===== src/rtl/assert_macros.svh =====
// Assertion helpers shared by the RTL files. Both macros clock on i_clk and
// are disabled while i_rst_n is low.
`ifndef ASSERT_MACROS_SVH
`define ASSERT_MACROS_SVH

// A property that must hold at every clock edge.
`define ASSERT_ALWAYS(label, prop) \
    label: assert property (@(posedge i_clk) disable iff (!i_rst_n) (prop)) \
        else $error("invariant check failed");

// A condition that must be followed by another in the next cycle.
`define ASSERT_NEXT(label, ante, cons) \
    label: assert property (@(posedge i_clk) disable iff (!i_rst_n) (ante) |=> (cons)) \
        else $error("next-cycle check failed");

`endif


===== src/rtl/enmo_am_pkg.sv =====
package enmo_am_pkg;

    // Field widths.
    localparam int AXIS_W   = 16;
    localparam int FSC_W    = 2;
    localparam int ENMO_W   = 19;
    localparam int CNT_W    = 13;
    localparam int CFG_W    = 19;
    localparam int CFG_IDX_W = 2;

    // Square and root datapath.
    localparam int SQ_W       = 32;
    localparam int ROOT_W     = 16;
    localparam int ROOT_STEPS = 16;
    localparam int STEP_W     = $clog2(ROOT_STEPS);
    localparam logic [SQ_W-1:0] ROOT_BIT_INIT = SQ_W'(1) << (SQ_W - 2);
    localparam logic [ENMO_W-1:0] ONE_G = ENMO_W'(16384);

    // Averaging and ring.
    localparam int AVG_LEN        = 32;
    localparam int AVG_W          = $clog2(AVG_LEN);
    localparam int SUM_W          = ENMO_W + AVG_W;
    localparam int WINDOW         = 600;
    localparam int RING_AW        = $clog2(WINDOW);
    localparam int FILL_W         = $clog2(WINDOW + 1);
    localparam int SUMMARY_PERIOD = 2;

    // Register reset values.
    localparam logic [FSC_W-1:0]  FSC_RESET   = FSC_W'(1);
    localparam logic [ENMO_W-1:0] LEVEL_RESET = ENMO_W'(1648);
    localparam logic [CNT_W-1:0]  LIMIT_RESET = CNT_W'(240);

    typedef enum logic [CFG_IDX_W-1:0] {
        CFG_FULL_SCALE     = 2'd0,
        CFG_ACTIVITY_LEVEL = 2'd1,
        CFG_COUNT_LIMIT    = 2'd2
    } t_cfg_index;

    typedef enum logic [1:0] {
        MAG_IDLE,
        MAG_SQUARE,
        MAG_ROOT,
        MAG_FINISH
    } t_mag_state;

    typedef enum logic [2:0] {
        TOP_IDLE,
        TOP_MAG,
        TOP_SWEEP,
        TOP_DRAIN,
        TOP_RESULT
    } t_top_state;

    typedef struct packed {
        logic square;
        logic root_step;
        logic finish;
    } t_mag_ctrl;

    typedef struct packed {
        logic in_stall;
        logic mag_start;
        logic take_sample;
        logic sweep;
        logic result;
    } t_top_ctrl;

endpackage


===== src/rtl/enmo_am_mag.sv =====
`include "assert_macros.svh"

module enmo_am_mag (
    input  logic                                i_clk,
    input  logic                                i_rst_n,
    input  logic                                i_start,
    input  logic signed [enmo_am_pkg::AXIS_W-1:0] i_accel_x,
    input  logic signed [enmo_am_pkg::AXIS_W-1:0] i_accel_y,
    input  logic signed [enmo_am_pkg::AXIS_W-1:0] i_accel_z,
    input  logic [enmo_am_pkg::FSC_W-1:0]       i_fsc,
    output logic                                o_done,
    output logic [enmo_am_pkg::ENMO_W-1:0]      o_enmo
);
    import enmo_am_pkg::*;

    t_mag_state r_state, n_state;
    t_mag_ctrl  ctrl;

    logic [STEP_W-1:0]           r_cnt;
    logic signed [AXIS_W-1:0]    r_ax [3];
    logic [SQ_W-1:0]             r_prod;
    logic [SQ_W-1:0]             r_rem;
    logic [SQ_W-1:0]             r_root;
    logic [SQ_W-1:0]             r_bit;
    logic                        r_done;
    logic [ENMO_W-1:0]           r_enmo;

    logic signed [AXIS_W-1:0]    axis;
    logic [AXIS_W-1:0]           axis_abs;
    logic [SQ_W-1:0]             trial;
    logic                        fits;
    logic [ENMO_W-1:0]           mag;

    // Next state.
    always_comb begin
        n_state = r_state;
        case (r_state)
            MAG_IDLE:   if (i_start) n_state = MAG_SQUARE;
            MAG_SQUARE: if (r_cnt == STEP_W'(3)) n_state = MAG_ROOT;
            MAG_ROOT:   if (r_cnt == STEP_W'(ROOT_STEPS - 1)) n_state = MAG_FINISH;
            MAG_FINISH: n_state = MAG_IDLE;
            default:    n_state = MAG_IDLE;
        endcase
    end

    // Datapath controls.
    always_comb begin
        ctrl = '0;
        case (r_state)
            MAG_SQUARE: ctrl.square    = 1'b1;
            MAG_ROOT:   ctrl.root_step = 1'b1;
            MAG_FINISH: ctrl.finish    = 1'b1;
            default:    ctrl = '0;
        endcase
    end

    // One axis squared per cycle through a single multiplier.
    always_comb begin
        case (r_cnt[1:0])
            2'd0:    axis = r_ax[0];
            2'd1:    axis = r_ax[1];
            default: axis = r_ax[2];
        endcase
        axis_abs = axis[AXIS_W-1] ? AXIS_W'(-axis) : AXIS_W'(axis);
    end

    // Bit-pair square root step.
    assign trial = r_root + r_bit;
    assign fits  = (r_rem >= trial);
    assign mag   = ENMO_W'(r_root[ROOT_W-1:0]) << i_fsc;

    always_ff @(posedge i_clk) begin
        if (!i_rst_n) begin
            r_state <= MAG_IDLE;
            r_cnt   <= '0;
            r_done  <= 1'b0;
        end else begin
            r_state <= n_state;
            r_done  <= ctrl.finish;
            if (r_state != n_state) begin
                r_cnt <= '0;
            end else begin
                r_cnt <= r_cnt + STEP_W'(1);
            end
        end
    end

    always_ff @(posedge i_clk) begin
        if (r_state == MAG_IDLE && i_start) begin
            r_ax[0] <= i_accel_x;
            r_ax[1] <= i_accel_y;
            r_ax[2] <= i_accel_z;
        end
        if (ctrl.square) begin
            r_prod <= SQ_W'(axis_abs) * SQ_W'(axis_abs);
            if (r_cnt == '0) begin
                r_rem <= '0;
            end else begin
                r_rem <= r_rem + r_prod;
            end
            r_root <= '0;
            r_bit  <= ROOT_BIT_INIT;
        end
        if (ctrl.root_step) begin
            if (fits) begin
                r_rem  <= r_rem - trial;
                r_root <= (r_root >> 1) + r_bit;
            end else begin
                r_root <= r_root >> 1;
            end
            r_bit <= r_bit >> 2;
        end
        if (ctrl.finish) begin
            r_enmo <= (mag > ONE_G) ? (mag - ONE_G) : '0;
        end
    end

    assign o_done = r_done;
    assign o_enmo = r_enmo;

    `ASSERT_NEXT(a_done_single, r_done, !r_done)
    `ASSERT_ALWAYS(a_bit_onehot, (r_state == MAG_ROOT) |-> $onehot(r_bit))

endmodule


===== config.mk =====
export PLATFORM = sky130hd
export DESIGN_NAME = enmo_am_mag
export DESIGN_NICKNAME = d
export VERILOG_FILES = /design/src/rtl/enmo_am_pkg.sv /design/src/rtl/enmo_am_mag.sv
export VERILOG_INCLUDE_DIRS = /design/src /design/src/rtl
export SDC_FILE = /design/constraint.sdc
export NUM_CORES = 1
export LEC_CHECK = 0
export ABC_AREA = 1
export BUFFER_PORTS_ARGS = -buffer_cell sky130_fd_sc_hd__buf_4
export CORE_MARGIN = 4
export CORE_UTILIZATION = 49
export CTS_CLUSTER_DIAMETER = 50
export DETAILED_ROUTE_END_ITERATION = 7
export HOLD_SLACK_MARGIN = 0.12
export PLACE_DENSITY = 0.7
export SETUP_SLACK_MARGIN = 0.3
export SLEW_MARGIN = 20
export SYNTH_ARGS = -nofsm -noshare
export SYNTH_HDL_FRONTEND = slang
export SYNTH_SLANG_ARGS = --single-unit

===== constraint.sdc =====
create_clock -name i_clk -period 16.1 [get_ports i_clk]
set_input_delay 1.61 -clock i_clk [delete_from_list [all_inputs] [get_ports i_clk]]
set_output_delay 1.61 -clock i_clk [all_outputs]
set_load 0.02 [all_outputs]

==> impl_metrics.json <==
{
  "drive_gt1_share_pct": 6.18,
  "grt_pass1_wl_um": 104000,
  "start_util_pct": 49.6,
  "hold_buffers": 0,
  "cts-root-buf": "clkbuf_16",
  "ant_nets": 0,
  "viasPerCell": 5.23,
  "fillers": 4656,
  "layout_commonest_cell": "nand2_1",
  "clock_skew_ps": 13.1,
  "antenna_found_initial": 0,
  "grt_max_degree": 54,
  "stdcell_area_sq_um": 24800,
  "io_pins": 73,
  "period_share_pct": 50.9,
  "hold_viol_final": 0,
  "worst_setup_path_end_kind": "flip-flop",
  "final_cell_mix": "962 x nand2_1, 586 x inv_1, 346 x nor2_1, 203 x ha_1, 164 x fa_1",
  "cts_sinks": 185,
  "numCtsBuffers": 17,
  "crit_top_cell": "fa_1",
  "synth_compound_area_share_pct": 7.69,
  "cts_setup_buffers": 0,
  "ys_types": 52,
  "start_kind": "flip-flop",
  "grt_pass1_vias": 20600,
  "synthSimpleGateAreaFrac_pct": 29.6,
  "core_area_sq_um": 46600,
  "syn_inst": 3262,
  "multi_input_area_sq_um": 15300,
  "synthXorXnorAreaFrac_pct": 3.50,
  "fin_setup_tns_ps": 0,
  "maxCapViolCount": 0,
  "cpMaxStageDelayCell": "ha_1",
  "synth_top_area_share_pct": 18.9,
  "synthesis.area_sq_um": 23100,
  "avgRoutedWirePerCell_um": 16.1,
  "cpPeakStageDelay_ps": 640,
  "clock.fmax_mhz": 122,
  "cts_tree": "built",
  "timing.hold.ws_ps": 490,
  "synth-adder-area-share_pct": 25.3,
  "yosys.area.top_type": "edfxtp_1",
  "core.rowCount": 79,
  "postPlaceCellArea_sq_um": 24200,
  "synth_top_family_by_area": "simple AND/OR/NAND/NOR gates",
  "finalCriticalPeriod_ps": 8200,
  "synth_seq_cells": 185,
  "clk_pin_slew_ps": 80,
  "drc_errors": 0,
  "post_cts_resized": 0,
  "die_h_um": 225,
  "crit_arrival_ps": 8440,
  "status": "complete, no violations",
  "ys_seq_area_share_pct": 22.3,
  "slew_violations": 0,
  "crit_path_max_fanout": 21,
  "required_ps": 16340,
  "grt_usage_pct": 25.7,
  "dp_hpwl_um": 52900,
  "max_slew.worst_pin.slew_ps": 874,
  "muxShareOfSynthArea_pct": 0.0867,
  "hp-class": "reg -> reg",
  "dieArea_sq_um": 50600,
  "die_w_um": 225,
  "diodes": 0,
  "cts_buffer_depth": 2,
  "post_synth.cell_area_avg_sq_um": 7.08,
  "vias": 20600,
  "place_congestion": 0.960,
  "slew_headroom_pct": 41.7,
  "rsz0062_at_grt": "false",
  "ys_top_cells_by_area": "edfxtp_1 19%, nand2_1 16%, fa_1 14%",
  "drt_iter0_drc": 1333,
  "path_class": "reg -> reg",
  "wl_met1_um": 26200,
  "dr.max_layer_used": "met4",
  "synth_warnings": 0,
  "nets": 3741,
  "route.met3.wl_um": 2400,
  "seqCellArea_sq_um": 5150,
  "firstDrtPassIters": 6,
  "syn2layout_area_growth_pct": 7.27,
  "drt-total-wl_um": 63300,
  "clk_latency_ps": 470,
  "portBuffers": 72,
  "h-tree-depth": 4,
  "wl_met2_um": 31500,
  "overflow": 0,
  "setup_violations": 0
}
[synthesized netlist by cell type (all sizes together)]
library cell,count
a31oi,6
fa,164
a21boi,2
o21a,2
clkinv,2
nor2,367
conb,2
dfxtp,40
or2,4
edfxtp,145
o211ai,6
nor4,8
clkbuf,19
mux2i,2
xor2,48
a21o,8
a221oi,1
nand3b,17
o21ai,137
nand4,43
o2bb2ai,1
ha,205
o221ai,4
a21oi,140
o22ai,3
xnor2,39
nor3,26
nand3,165
o21bai,16
buf,30
o31ai,1
inv,615
and2,7
a22o,1
nand2,986
[critical path: cells and delay by family, from the launching register on]
family / cells / cell delay [ps]
flip-flops: 1 / 350
adder cells (fa/ha/maj): 9 / 4210
buffers and inverters: 7 / 770
AO/OA/AOI/OAI: 1 / 160
AND/OR/NAND/NOR: 18 / 2450
[area by class of cell]
| type | instances | share of cell area (%) |
|---|---|---|
| repair buffers | 78 | 2.36 |
| flip-flops and latches | 185 | 20.8 |
| clock buffers | 17 | 1.72 |
| clock inverters | 15 | 0.718 |
| inverters | 617 | 9.37 |
| multi-input cells | 2420 | 61.9 |
| well taps | 607 | 3.07 |
[metal layers]
layer,GRT usage (%),vias to the layer above
met5,0,-
li1,-,10300
met3,2.96,165
met2,46.1,511
met1,30.8,9597
met4,11.9,0
[path summary, 6_finish.rpt]
kind,start,endpoint,slack (ps),cells after the start
min,r_cnt[0],r_cnt[0],490,1
min reg2reg,r_cnt[0],r_cnt[0],490,1
max reg2reg,r_cnt[0],r_prod[31],7900,35
max,r_cnt[0],r_prod[31],7900,35
[cell families (layout without fill, tap and decap cells)]
logic type / count (synthesis) / after routing
simple gates: 1623 / 1623
buf+inv: 666 / 727
fa+ha+maj: 369 / 369
compound gates: 328 / 328
flops: 185 / 185
xor+xnor: 87 / 87
other cells: 2 / 11
mux: 2 / 2
[sequential cells by signal (all words and copies together), names as in the netlist]
name / flops
r_state: 2
r_bit: 16
r_prod: 31
o_done: 1
r_ax: 48
r_root: 32
r_cnt: 4
o_enmo: 19
r_rem: 32
[per-stage QoR]
stage          utilization (%)  setup slack (ps)  instances
3_3_place_gp              51.9              8040       3907
6_report                  53.2              7900       3939
2_1_floorplan                -              9120       3271
4_1_cts                   53.2              7890       3939
5_1_grt                   53.2              7270       3939
3_5_place_dp              51.9              7930       3907
Power is not shown: default switching activity piles up to over one toggle a cycle in this logic, so the estimate is an artifact.
